## config.mk

```make
export PLATFORM = sky130hd
export DESIGN_NAME = ultrasonic_echo_ranging
export DESIGN_NICKNAME = d
export VERILOG_FILES = /design/src/hdl/uer_pkg.sv /design/src/hdl/ultrasonic_echo_ranging.sv /design/src/hdl/uer_fifo.sv /design/src/hdl/uer_front.sv /design/src/hdl/uer_back.sv
export SDC_FILE = /design/constraint.sdc
export NUM_CORES = 2
export LEC_CHECK = 0
export BUFFER_PORTS_ARGS = -buffer_cell sky130_fd_sc_hd__buf_2
export CORE_MARGIN = 2
export CORE_UTILIZATION = 60
export CTS_CLUSTER_DIAMETER = 150
export CTS_CLUSTER_SIZE = 12
export DETAILED_ROUTE_END_ITERATION = 16
export PLACE_DENSITY = 0.79
export SETUP_SLACK_MARGIN = 0.02
export SLEW_MARGIN = 20
export SYNTH_ARGS = -nofsm -noshare
export SYNTH_HDL_FRONTEND = slang
export SYNTH_HIERARCHICAL = 1
export SYNTH_SLANG_ARGS = --single-unit
```

## constraint.sdc

```tcl
create_clock -name clock -period 6.36 [get_ports clock]
set_input_delay 0 -clock clock [delete_from_list [all_inputs] [get_ports clock]]
set_output_delay 0 -clock clock [all_outputs]
set_load 0.1 [all_outputs]
```

## src/hdl/uer_pkg.sv

```systemverilog
// Shared types and constants for the ultrasonic echo ranging block.
// Used by the front, back and top-level modules; depends on nothing else.
package uer_pkg;

   localparam int CFG_BITS     = 16;
   localparam int DIST10_BITS  = 20;
   localparam int COUNT_BITS   = 32;
   localparam int DIST_BITS    = 16;

   localparam logic [CFG_BITS-1:0] TRIGGER_PERIOD_RESET = 16'd500;
   localparam logic [CFG_BITS-1:0] TIMEOUT_RESET        = 16'd50;
   localparam logic [CFG_BITS-1:0] MIN_ECHO_RESET       = 16'd100;
   localparam logic [CFG_BITS-1:0] MAX_ECHO_RESET       = 16'd30000;
   localparam logic [CFG_BITS-1:0] MAX_DISTANCE_RESET   = 16'd50000;
   localparam logic [DIST10_BITS-1:0] MAX_DISTANCE_X10_RESET = 20'd500000;

   // Ten times the shortest accepted distance of ten hundredths.
   localparam logic [7:0] MIN_SCALED = 8'd100;

   // Division by ten as multiplication by ceil(2^23 / 10); exact below 2^20.
   localparam int                  DIV_SHIFT  = 23;
   localparam int                  PROD_BITS  = 40;
   localparam logic [DIST10_BITS-1:0] RECIP_TEN = 20'd838861;

   typedef enum logic {
      OP_TICK    = 1'b0,
      OP_CAPTURE = 1'b1
   } op_type;

   typedef enum logic {
      KIND_PERIOD  = 1'b0,
      KIND_CAPTURE = 1'b1
   } kind_type;

   typedef enum logic [2:0] {
      STATUS_OK             = 3'd0,
      STATUS_EDGE_ORDER     = 3'd1,
      STATUS_WIDTH_RANGE    = 3'd2,
      STATUS_DISTANCE_RANGE = 3'd3,
      STATUS_TIMEOUT        = 3'd4
   } status_type;

   typedef enum logic [2:0] {
      CSR_TRIGGER_PERIOD = 3'd0,
      CSR_TIMEOUT        = 3'd1,
      CSR_MIN_ECHO       = 3'd2,
      CSR_MAX_ECHO       = 3'd3,
      CSR_MAX_DISTANCE   = 3'd4
   } csr_index_type;

   typedef struct packed {
      logic [CFG_BITS-1:0]    trigger_period_ms;
      logic [CFG_BITS-1:0]    timeout_ms;
      logic [CFG_BITS-1:0]    min_echo_us;
      logic [CFG_BITS-1:0]    max_echo_us;
      logic [DIST10_BITS-1:0] max_distance_x10;
   } cfg_type;

   typedef struct packed {
      kind_type kind;
      logic     trigger;
      logic     skipped;
      logic     timeout;
   } ctl_type;

   typedef struct packed {
      kind_type              event_kind;
      logic                  trigger;
      logic                  skipped;
      status_type            status;
      logic [DIST_BITS-1:0]  distance_hcm;
      logic [COUNT_BITS-1:0] total_measurements;
      logic [COUNT_BITS-1:0] total_errors;
   } rsp_type;

   function automatic logic [CFG_BITS-1:0] sat_inc16(input logic [CFG_BITS-1:0] v);
      logic [CFG_BITS-1:0] r;
      r = (v == '1) ? v : v + 1'b1;
      return r;
   endfunction

endpackage

```

## src/hdl/ultrasonic_echo_ranging.sv

```systemverilog
// Top level of the ultrasonic echo ranging block: register file, front end,
// request queue, back-end pipeline and result queue. Uses uer_pkg and all uer_ modules.
//
// The block takes one request per clock while the request queue has room and
// returns at most one result per request, in order. The front end writes the
// request queue at the accepting edge. The four back-end stages follow in order:
// edge order and width, width limits and scaling by 17, the distance check
// with the multiply by the reciprocal of ten, and the stage whose status and
// counters are committed as it leaves. From that last stage the result goes
// into the result queue, whose head drives the result ports. Millisecond ticks
// and echo captures are both handled in the front end, so the sustained rate
// is one request per cycle whenever results are popped as fast as they appear.
// While the result queue is full the back end stalls once its last stage holds
// a result, and the request queue fills until req_full rises.
module ultrasonic_echo_ranging #(
   parameter int TIMER_BITS  = 32,
   parameter int QUEUE_DEPTH = 4
) (
   input  logic        clock,
   input  logic        reset,
   input  logic        req_push,
   output logic        req_full,
   input  logic        req_operation,
   input  logic [31:0] req_rise_time,
   input  logic [31:0] req_fall_time,
   output logic        rsp_empty,
   input  logic        rsp_pop,
   output logic        rsp_event_kind,
   output logic        rsp_trigger,
   output logic        rsp_skipped,
   output logic [2:0]  rsp_status,
   output logic [15:0] rsp_distance_hcm,
   output logic [31:0] rsp_total_measurements,
   output logic [31:0] rsp_total_errors,
   input  logic        csr_write_enable,
   input  logic [2:0]  csr_index,
   input  logic [15:0] csr_write_data
);
   import uer_pkg::*;

   localparam int MID_BITS = $bits(ctl_type) + 2 * TIMER_BITS;

   cfg_type                cfg_ff;
   logic                   accept;
   logic                   enq_valid;
   ctl_type                enq_ctl;
   logic [TIMER_BITS-1:0]  enq_rise, enq_fall;
   logic                   mid_empty, mid_pop;
   logic [MID_BITS-1:0]    mid_rdata;
   ctl_type                head_ctl;
   logic [TIMER_BITS-1:0]  head_rise, head_fall;
   logic                   out_full, out_push;
   rsp_type                out_entry, rsp_entry;

   assign accept = req_push && !req_full;

   always_ff @(posedge clock) begin
      if (reset) begin
         cfg_ff.trigger_period_ms <= TRIGGER_PERIOD_RESET;
         cfg_ff.timeout_ms        <= TIMEOUT_RESET;
         cfg_ff.min_echo_us       <= MIN_ECHO_RESET;
         cfg_ff.max_echo_us       <= MAX_ECHO_RESET;
         cfg_ff.max_distance_x10  <= MAX_DISTANCE_X10_RESET;
      end else if (csr_write_enable) begin
         unique case (csr_index_type'(csr_index))
            CSR_TRIGGER_PERIOD: cfg_ff.trigger_period_ms <= csr_write_data;
            CSR_TIMEOUT:        cfg_ff.timeout_ms        <= csr_write_data;
            CSR_MIN_ECHO:       cfg_ff.min_echo_us       <= csr_write_data;
            CSR_MAX_ECHO:       cfg_ff.max_echo_us       <= csr_write_data;
            CSR_MAX_DISTANCE: begin
               cfg_ff.max_distance_x10 <= (DIST10_BITS'(csr_write_data) << 3) +
                                          (DIST10_BITS'(csr_write_data) << 1);
            end
            default: begin
            end
         endcase
      end
   end

   uer_front #(
      .TIMER_BITS(TIMER_BITS)
   ) u_front (
      .clock         (clock),
      .reset         (reset),
      .cfg           (cfg_ff),
      .accept        (accept),
      .req_operation (req_operation),
      .req_rise_time (req_rise_time),
      .req_fall_time (req_fall_time),
      .enq_valid     (enq_valid),
      .enq_ctl       (enq_ctl),
      .enq_rise      (enq_rise),
      .enq_fall      (enq_fall)
   );

   uer_fifo #(
      .WIDTH(MID_BITS),
      .DEPTH(QUEUE_DEPTH)
   ) u_mid_queue (
      .clock (clock),
      .reset (reset),
      .push  (enq_valid),
      .wdata ({enq_ctl, enq_rise, enq_fall}),
      .full  (req_full),
      .pop   (mid_pop),
      .rdata (mid_rdata),
      .empty (mid_empty)
   );

   assign {head_ctl, head_rise, head_fall} = mid_rdata;

   uer_back #(
      .TIMER_BITS(TIMER_BITS)
   ) u_back (
      .clock      (clock),
      .reset      (reset),
      .cfg        (cfg_ff),
      .head_valid (!mid_empty),
      .head_ctl   (head_ctl),
      .head_rise  (head_rise),
      .head_fall  (head_fall),
      .head_pop   (mid_pop),
      .out_full   (out_full),
      .out_push   (out_push),
      .out_entry  (out_entry)
   );

   uer_fifo #(
      .WIDTH($bits(rsp_type)),
      .DEPTH(QUEUE_DEPTH)
   ) u_rsp_queue (
      .clock (clock),
      .reset (reset),
      .push  (out_push),
      .wdata (out_entry),
      .full  (out_full),
      .pop   (rsp_pop),
      .rdata (rsp_entry),
      .empty (rsp_empty)
   );

   assign rsp_event_kind         = rsp_entry.event_kind;
   assign rsp_trigger            = rsp_entry.trigger;
   assign rsp_skipped            = rsp_entry.skipped;
   assign rsp_status             = rsp_entry.status;
   assign rsp_distance_hcm       = rsp_entry.distance_hcm;
   assign rsp_total_measurements = rsp_entry.total_measurements;
   assign rsp_total_errors       = rsp_entry.total_errors;
endmodule

```

## src/hdl/uer_fifo.sv

```systemverilog
// Small synchronous FIFO built from flip-flops, used for the request and result queues.
// Generic; depends on nothing. DEPTH must be a power of two, at least two.
module uer_fifo #(
   parameter int WIDTH = 8,
   parameter int DEPTH = 4
) (
   input  logic             clock,
   input  logic             reset,
   input  logic             push,
   input  logic [WIDTH-1:0] wdata,
   output logic             full,
   input  logic             pop,
   output logic [WIDTH-1:0] rdata,
   output logic             empty
);
   localparam int PTR_BITS = $clog2(DEPTH);
   localparam int CNT_BITS = $clog2(DEPTH + 1);

   logic [WIDTH-1:0]    mem_ff [DEPTH];
   logic [PTR_BITS-1:0] wr_ptr_ff, rd_ptr_ff;
   logic [CNT_BITS-1:0] count_ff;
   logic                do_push, do_pop;

   assign full    = (count_ff == CNT_BITS'(DEPTH));
   assign empty   = (count_ff == '0);
   assign do_push = push && !full;
   assign do_pop  = pop && !empty;
   assign rdata   = mem_ff[rd_ptr_ff];

   always_ff @(posedge clock) begin
      if (reset) begin
         wr_ptr_ff <= '0;
         rd_ptr_ff <= '0;
         count_ff  <= '0;
      end else begin
         if (do_push) begin
            wr_ptr_ff <= wr_ptr_ff + 1'b1;
         end
         if (do_pop) begin
            rd_ptr_ff <= rd_ptr_ff + 1'b1;
         end
         if (do_push && !do_pop) begin
            count_ff <= count_ff + 1'b1;
         end else if (do_pop && !do_push) begin
            count_ff <= count_ff - 1'b1;
         end
      end
   end

   always_ff @(posedge clock) begin
      if (do_push) begin
         mem_ff[wr_ptr_ff] <= wdata;
      end
   end
endmodule

```

## src/hdl/uer_front.sv

```systemverilog
// Front end: tracks the period counter, busy flag and measurement age for each request.
// Uses uer_pkg; feeds classified events to the queue in front of uer_back.
module uer_front #(
   parameter int TIMER_BITS = 32
) (
   input  logic                    clock,
   input  logic                    reset,
   input  uer_pkg::cfg_type        cfg,
   input  logic                    accept,
   input  logic                    req_operation,
   input  logic [31:0]             req_rise_time,
   input  logic [31:0]             req_fall_time,
   output logic                    enq_valid,
   output uer_pkg::ctl_type        enq_ctl,
   output logic [TIMER_BITS-1:0]   enq_rise,
   output logic [TIMER_BITS-1:0]   enq_fall
);
   import uer_pkg::*;

   logic                busy_ff, busy_in;
   logic [CFG_BITS-1:0] period_ff, period_in;
   logic [CFG_BITS-1:0] age_ff, age_in;

   assign enq_rise = req_rise_time[TIMER_BITS-1:0];
   assign enq_fall = req_fall_time[TIMER_BITS-1:0];

   always_comb begin
      busy_in   = busy_ff;
      period_in = period_ff;
      age_in    = age_ff;
      enq_valid = 1'b0;
      enq_ctl   = '{kind: KIND_PERIOD, trigger: 1'b0, skipped: 1'b0, timeout: 1'b0};
      if (accept) begin
         if (op_type'(req_operation) == OP_TICK) begin
            period_in = sat_inc16(period_ff);
            if (busy_ff) begin
               age_in = sat_inc16(age_ff);
            end
            if (period_in >= cfg.trigger_period_ms) begin
               period_in = '0;
               enq_valid = 1'b1;
               if (busy_ff) begin
                  enq_ctl.skipped = 1'b1;
               end else begin
                  busy_in         = 1'b1;
                  age_in          = '0;
                  enq_ctl.trigger = 1'b1;
               end
               if (busy_in && (age_in > cfg.timeout_ms)) begin
                  enq_ctl.timeout = 1'b1;
                  busy_in         = 1'b0;
               end
            end
         end else if (busy_ff) begin
            busy_in      = 1'b0;
            enq_valid    = 1'b1;
            enq_ctl.kind = KIND_CAPTURE;
         end
      end
   end

   always_ff @(posedge clock) begin
      if (reset) begin
         busy_ff   <= 1'b0;
         period_ff <= '0;
         age_ff    <= '0;
      end else begin
         busy_ff   <= busy_in;
         period_ff <= period_in;
         age_ff    <= age_in;
      end
   end
endmodule

```

## src/hdl/uer_back.sv

```systemverilog
// Back end: four-stage pipeline that checks echo captures, scales the distance
// and keeps the status and counters. Uses uer_pkg; drains the front queue.
module uer_back #(
   parameter int TIMER_BITS = 32
) (
   input  logic                    clock,
   input  logic                    reset,
   input  uer_pkg::cfg_type        cfg,
   input  logic                    head_valid,
   input  uer_pkg::ctl_type        head_ctl,
   input  logic [TIMER_BITS-1:0]   head_rise,
   input  logic [TIMER_BITS-1:0]   head_fall,
   output logic                    head_pop,
   input  logic                    out_full,
   output logic                    out_push,
   output uer_pkg::rsp_type        out_entry
);
   import uer_pkg::*;

   localparam int SCALED_BITS = TIMER_BITS + 5;

   logic advance;

   logic                    s1_valid_ff, s2_valid_ff, s3_valid_ff, s4_valid_ff;
   ctl_type                 s1_ctl_ff, s2_ctl_ff, s3_ctl_ff, s4_ctl_ff;
   logic                    s1_edge_ff, s2_edge_ff;
   logic [TIMER_BITS-1:0]   s1_width_ff;
   logic                    s2_range_ff;
   logic [SCALED_BITS-1:0]  s2_scaled_ff, s2_scaled_in;
   status_type              s3_status_ff, s3_status_in, s4_status_ff;
   logic [PROD_BITS-1:0]    s3_prod_ff, s3_prod_in;
   logic [DIST_BITS-1:0]    s4_dist_ff;

   status_type              last_status_ff, last_status_in;
   logic [DIST_BITS-1:0]    last_dist_ff, last_dist_in;
   logic [COUNT_BITS-1:0]   accepted_ff, accepted_in;
   logic [COUNT_BITS-1:0]   rejected_ff, rejected_in;

   assign advance  = !s4_valid_ff || !out_full;
   assign head_pop = advance && head_valid;
   assign out_push = s4_valid_ff && !out_full;

   assign s2_scaled_in = (SCALED_BITS'(s1_width_ff) << 4) + SCALED_BITS'(s1_width_ff);

   always_comb begin
      if (s2_edge_ff) begin
         s3_status_in = STATUS_EDGE_ORDER;
      end else if (s2_range_ff) begin
         s3_status_in = STATUS_WIDTH_RANGE;
      end else if ((s2_scaled_ff < SCALED_BITS'(MIN_SCALED)) ||
                   (s2_scaled_ff > SCALED_BITS'(cfg.max_distance_x10))) begin
         s3_status_in = STATUS_DISTANCE_RANGE;
      end else begin
         s3_status_in = STATUS_OK;
      end
      s3_prod_in = PROD_BITS'(s2_scaled_ff[DIST10_BITS-1:0]) * PROD_BITS'(RECIP_TEN);
   end

   always_ff @(posedge clock) begin
      if (reset) begin
         s1_valid_ff <= 1'b0;
         s2_valid_ff <= 1'b0;
         s3_valid_ff <= 1'b0;
         s4_valid_ff <= 1'b0;
      end else if (advance) begin
         s1_valid_ff <= head_valid;
         s2_valid_ff <= s1_valid_ff;
         s3_valid_ff <= s2_valid_ff;
         s4_valid_ff <= s3_valid_ff;
      end
   end

   always_ff @(posedge clock) begin
      if (advance) begin
         s1_ctl_ff    <= head_ctl;
         s1_edge_ff   <= (head_fall <= head_rise);
         s1_width_ff  <= head_fall - head_rise;
         s2_ctl_ff    <= s1_ctl_ff;
         s2_edge_ff   <= s1_edge_ff;
         s2_range_ff  <= (s1_width_ff < TIMER_BITS'(cfg.min_echo_us)) ||
                         (s1_width_ff > TIMER_BITS'(cfg.max_echo_us));
         s2_scaled_ff <= s2_scaled_in;
         s3_ctl_ff    <= s2_ctl_ff;
         s3_status_ff <= s3_status_in;
         s3_prod_ff   <= s3_prod_in;
         s4_ctl_ff    <= s3_ctl_ff;
         s4_status_ff <= s3_status_ff;
         s4_dist_ff   <= s3_prod_ff[DIV_SHIFT +: DIST_BITS];
      end
   end

   always_comb begin
      last_status_in = last_status_ff;
      last_dist_in   = last_dist_ff;
      accepted_in    = accepted_ff;
      rejected_in    = rejected_ff;
      if (s4_ctl_ff.kind == KIND_CAPTURE) begin
         accepted_in    = accepted_ff + 1'b1;
         last_status_in = s4_status_ff;
         if (s4_status_ff == STATUS_OK) begin
            last_dist_in = s4_dist_ff;
         end else begin
            rejected_in = rejected_ff + 1'b1;
         end
      end else if (s4_ctl_ff.timeout) begin
         last_status_in = STATUS_TIMEOUT;
      end
      out_entry.event_kind         = s4_ctl_ff.kind;
      out_entry.trigger            = s4_ctl_ff.trigger;
      out_entry.skipped            = s4_ctl_ff.skipped;
      out_entry.status             = last_status_in;
      out_entry.distance_hcm       = (last_status_in == STATUS_OK) ? last_dist_in : '0;
      out_entry.total_measurements = accepted_in;
      out_entry.total_errors       = rejected_in;
   end

   always_ff @(posedge clock) begin
      if (reset) begin
         last_status_ff <= STATUS_OK;
         last_dist_ff   <= '0;
         accepted_ff    <= '0;
         rejected_ff    <= '0;
      end else if (out_push) begin
         last_status_ff <= last_status_in;
         last_dist_ff   <= last_dist_in;
         accepted_ff    <= accepted_in;
         rejected_ff    <= rejected_in;
      end
   end
endmodule
```

==> results by group <==
Floorplanning
  – Boundary pin count: ~180
  – Die Area: 0.0867 mm²
  – Core Area: 0.0836 mm²
  – Die H: around 290 µm
  – Initial Util: roughly three fifths
  – Die Width: around 290 µm
  – Rows: 106

Placement
  – Routability congestion estimate from global placement: roughly 0.94
  – Number of port buffers: around 180
  – DPL Wire Length: between 70 and 80 mm

Synth
  – Ranking of synthesized cells by area: edfxtp_1 44%, ha_1 9.4%, dfxtp_1 8.7%, mux4_2 6.9%, fa_1 5.3%
  – Number of flops mapped to enable cells by yosys: 740
  – Asr flop ratio synth: 0%
  – Synth warnings: 6
  – Synthesized Nets: 4578
  – Mapped cell area: approximately 0.05 mm²
  – Yosys top cell area share: 43.9%
  – Area leader, netlist: edfxtp_1
  – Sequential area share after synthesis: 52.7%
  – Cells after synthesis: 3976
  – #FFs+latches synth: 961
  – Synth Flop Type: edfxtp_1
  – Mean post-synth cell area: 12.7 µm²
  – Cell variety after synth: 100

Timing
  – Count of final setup violators: 0
  – Relative slew slack: 26.8%
  – Min Hold Slack: 0.0668 ns
  – Tmin final: 6.16 ns
  – RSZ-0062 raised after global routing: no
  – Hold Vio Cnt, Final: 0
  – Setup TNS: 0 ns
  – Final period util: 96.9%
  – Slew Limit Fails: 0
  – Fmax: 162 MHz
  – Worst Max-Slew Pin Slew: 1.10 ns
  – Worst Skew: 0.0575 ns

Setup path
  – CP Launch Type: register
  – Worst EP required: 6.73 ns
  – Crit-path cells: buf_4, ha_1, fa_1, ha_1, inv_1, fa_1, inv_1, fa_1, fa_1, inv_1, fa_1, inv_1, ha_1, o21ai_0, a21oi_1, o21ai_0, o221a_2, o31a_1, buf_4, o21ai_2, a21oi_1, xnor2_1
  – Worst-path maximum fanout: 6
  – CP peak stage delay: 0.54 ns
  – Buf/Inv on CP: 6
  – CP endpoint kind: register
  – Cell family with most CP delay: adder cells
  – Worst path arrival time: around 6.5 ns
  – Crit path top cell by count: fa_1
  – WS Path Type: register to register
  – Critical-path cell with the highest stage delay: fa_1

Global routing
  – Global-route wire length before repair: 175 mm
  – Largest net degree at the start of global routing: 93
  – Vias in the first global route: 31900
  – GRT Total Usage: between 20% and 30%
  – Total gr overflow: 0
  – Antenna violations before repair: 0

Detailed routing
  – Detailed Route Iter0 Violations: 1963
  – Post-Route WL: 111 mm
  – DRC: 0
  – Post-DRT Antenna Nets: 0
  – Drt first pass iters: 6
  – WL/cell: 20.7 µm
  – Via count: about 32000
  – Vias per cell: ~6

Cells and area
  – Fill count: 5883
  – Net count, final: 4806
  – Fraction of layout cells with a size suffix above 1: 13.3%
  – Diode count: 0
  – Area grow syn2layout: 10.1%

CTS
  – CTS tree: built
  – Worst skew pair latency: 0.67 ns
  – Clock-pin slew on the worst setup and hold paths: roughly 0.06 ns
  – CTS Buf Count: 90
  – Clock Tree Root: clkbuf_16
  – Clock sink total: 961
  – CTS max path bufs: 3
  – Max H-tree Level: 3

Hold path
  – Hold crit path type: input port to register

Status
  – Status: complete, no violations

Run
  – Max Cap Viol: 0
## Yosys cell counts, types with 75 or more instances
master and number:
mux4_2 154, xor2_1 105, dfxtp_1 221, clkbuf_1 75, edfxtp_1 740, ha_1 379, nand2_1 365, nor2_1 174
o21ai_0 102, nand3_1 94, xnor2_1 120, inv_1 358, fa_1 134, a21oi_1 259
## cell families (layout without fill, tap and decap cells)
group           count (synthesis)  in the layout  share of synthesized area (%)
xor+xnor                      225            225                           3.89
fa+ha+maj                     513            513                           14.7
buf+inv                       554            845                           5.14
flops                         961            961                           52.7
simple gates                  951            951                           9.14
compound gates                602            602                           7.32
other cells                     1              1                        0.00741
mux                           169            169                           7.16
## worst register-to-register path, cell delays in order (launching register included)
cell      delay [ns]
edfxtp_1        0.50
buf_4           0.18
ha_1            0.36
fa_1            0.52
ha_1            0.32
inv_1           0.06
fa_1            0.50
inv_1           0.05
fa_1            0.46
fa_1            0.54
inv_1           0.05
fa_1            0.49
inv_1           0.04
ha_1            0.34
o21ai_0         0.12
a21oi_1         0.17
o21ai_0         0.12
o221a_2         0.30
o31a_1          0.10
buf_4           0.16
o21ai_2         0.25
a21oi_1         0.13
xnor2_1         0.13
## path summary, 6_finish.rpt
| path | start | endpoint | slack (ns) | depth (start not counted) |
|---|---|---|---|---|
| max reg2reg | u_back/s2_scaled_ff[16] | u_back/s3_prod_ff[31] | 0.20 | 22 |
| max | u_back/s2_scaled_ff[16] | u_back/s3_prod_ff[31] | 0.20 | 22 |
| min reg2reg | u_back/s3_ctl_ff[3] | u_back/out_entry[85] | 0.42 | 0 |
| min | csr_index[2] | cfg_ff[82] | 0.07 | 6 |
## layout by cell type (no fill, tap or decap), types with 9 or more instances in the layout
cell and n:
o211ai_1 18, o21a_1 21, and2_4 9, clkbuf_1 56
nor2b_1 20, nor4_1 22, a211oi_1 18, xnor2_1 120
nand2_1 364, nand4_1 50, edfxtp_1 740, mux4_2 154
buf_4 64, xor2_1 104, ha_1 378, nor3_1 34
mux2i_1 10, and2_1 21, a31oi_1 18, nor2_1 173
clkbuf_16 92, fa_1 134, dfxtp_1 217, inv_1 358
o21ai_0 102, buf_2 175, dlygate4sd3_1 90, o21bai_1 11
nand2b_1 21, o31ai_1 17, and3_1 30, a21o_1 54
a22o_1 9, nand3_1 94, a21oi_1 259, or3_1 46
## sequential cells by signal, indices dropped and copies added, names as in the netlist, 4 cells and up, named ones only
| signal | cells |
|---|---|
| cfg_ff | 83 |
| u_back/accepted_ff | 32 |
| u_back/last_dist_ff | 16 |
| u_back/rejected_ff | 32 |
| u_back/s1_ctl_ff | 4 |
| u_back/s1_width_ff | 32 |
| u_back/s2_ctl_ff | 4 |
| u_back/s2_scaled_ff | 37 |
| u_back/s3_ctl_ff | 4 |
| u_back/s3_prod_ff | 16 |
| u_back/s4_dist_ff | 16 |
| u_front/age_ff | 16 |
| u_front/period_ff | 16 |
| u_mid_queue/mem_ff | 272 |
| u_rsp_queue/mem_ff | 344 |
## timing repair
item / CTS / global route
endpoints found under the hold margin: 365 / 0
hold buffers: 90 / 0
buffers inserted: 0 / 19
setup endpoints to repair: 0 / 13
resized for setup: 0 / 7
## cell type report
cell class / count / area [µm²] / area share, %
Tap cell: 1080 / 1350 / 2.43
Sequential cell: 961 / 26700 / 47.8
Timing Repair Buffer: 330 / 2270 / 4.07
Inverter: 360 / 1350 / 2.43
Clock buffer: 148 / 2510 / 4.51
Clock inverter: 7 / 159 / 0.285
Multi-Input combinational cell: 2461 / 21400 / 38.4
## routing by layer
| layer | vias to the layer above | global-route usage [%] | routed length [µm] |
|---|---|---|---|
| met4 | 0 | 7.17 | 2880 |
| li1 | 14800 | - | - |
| met3 | 188 | 2.99 | 5350 |
| met5 | - | 0 | 0 |
| met1 | 15700 | 32.9 | 45000 |
| met2 | 975 | 46.4 | 57700 |
## through the flow
step | cell area, µm² | util (%) | setup slack [ns] | std cells
after global placement | 52000 | 62.2 | 0.198 | 5083
final | 55700 | 66.7 | 0.197 | 5347
after detailed placement | 52000 | 62.2 | 0.0903 | 5083
after CTS | 55500 | 66.5 | 0.0525 | 5328
after floorplan | 50600 | - | 0.557 | 3976
after global routing | 55700 | 66.7 | 0.0265 | 5347
Power is left out: the tool's default activity adds up to more than one toggle a clock period on the data nets, which glitch-free logic cannot reach.
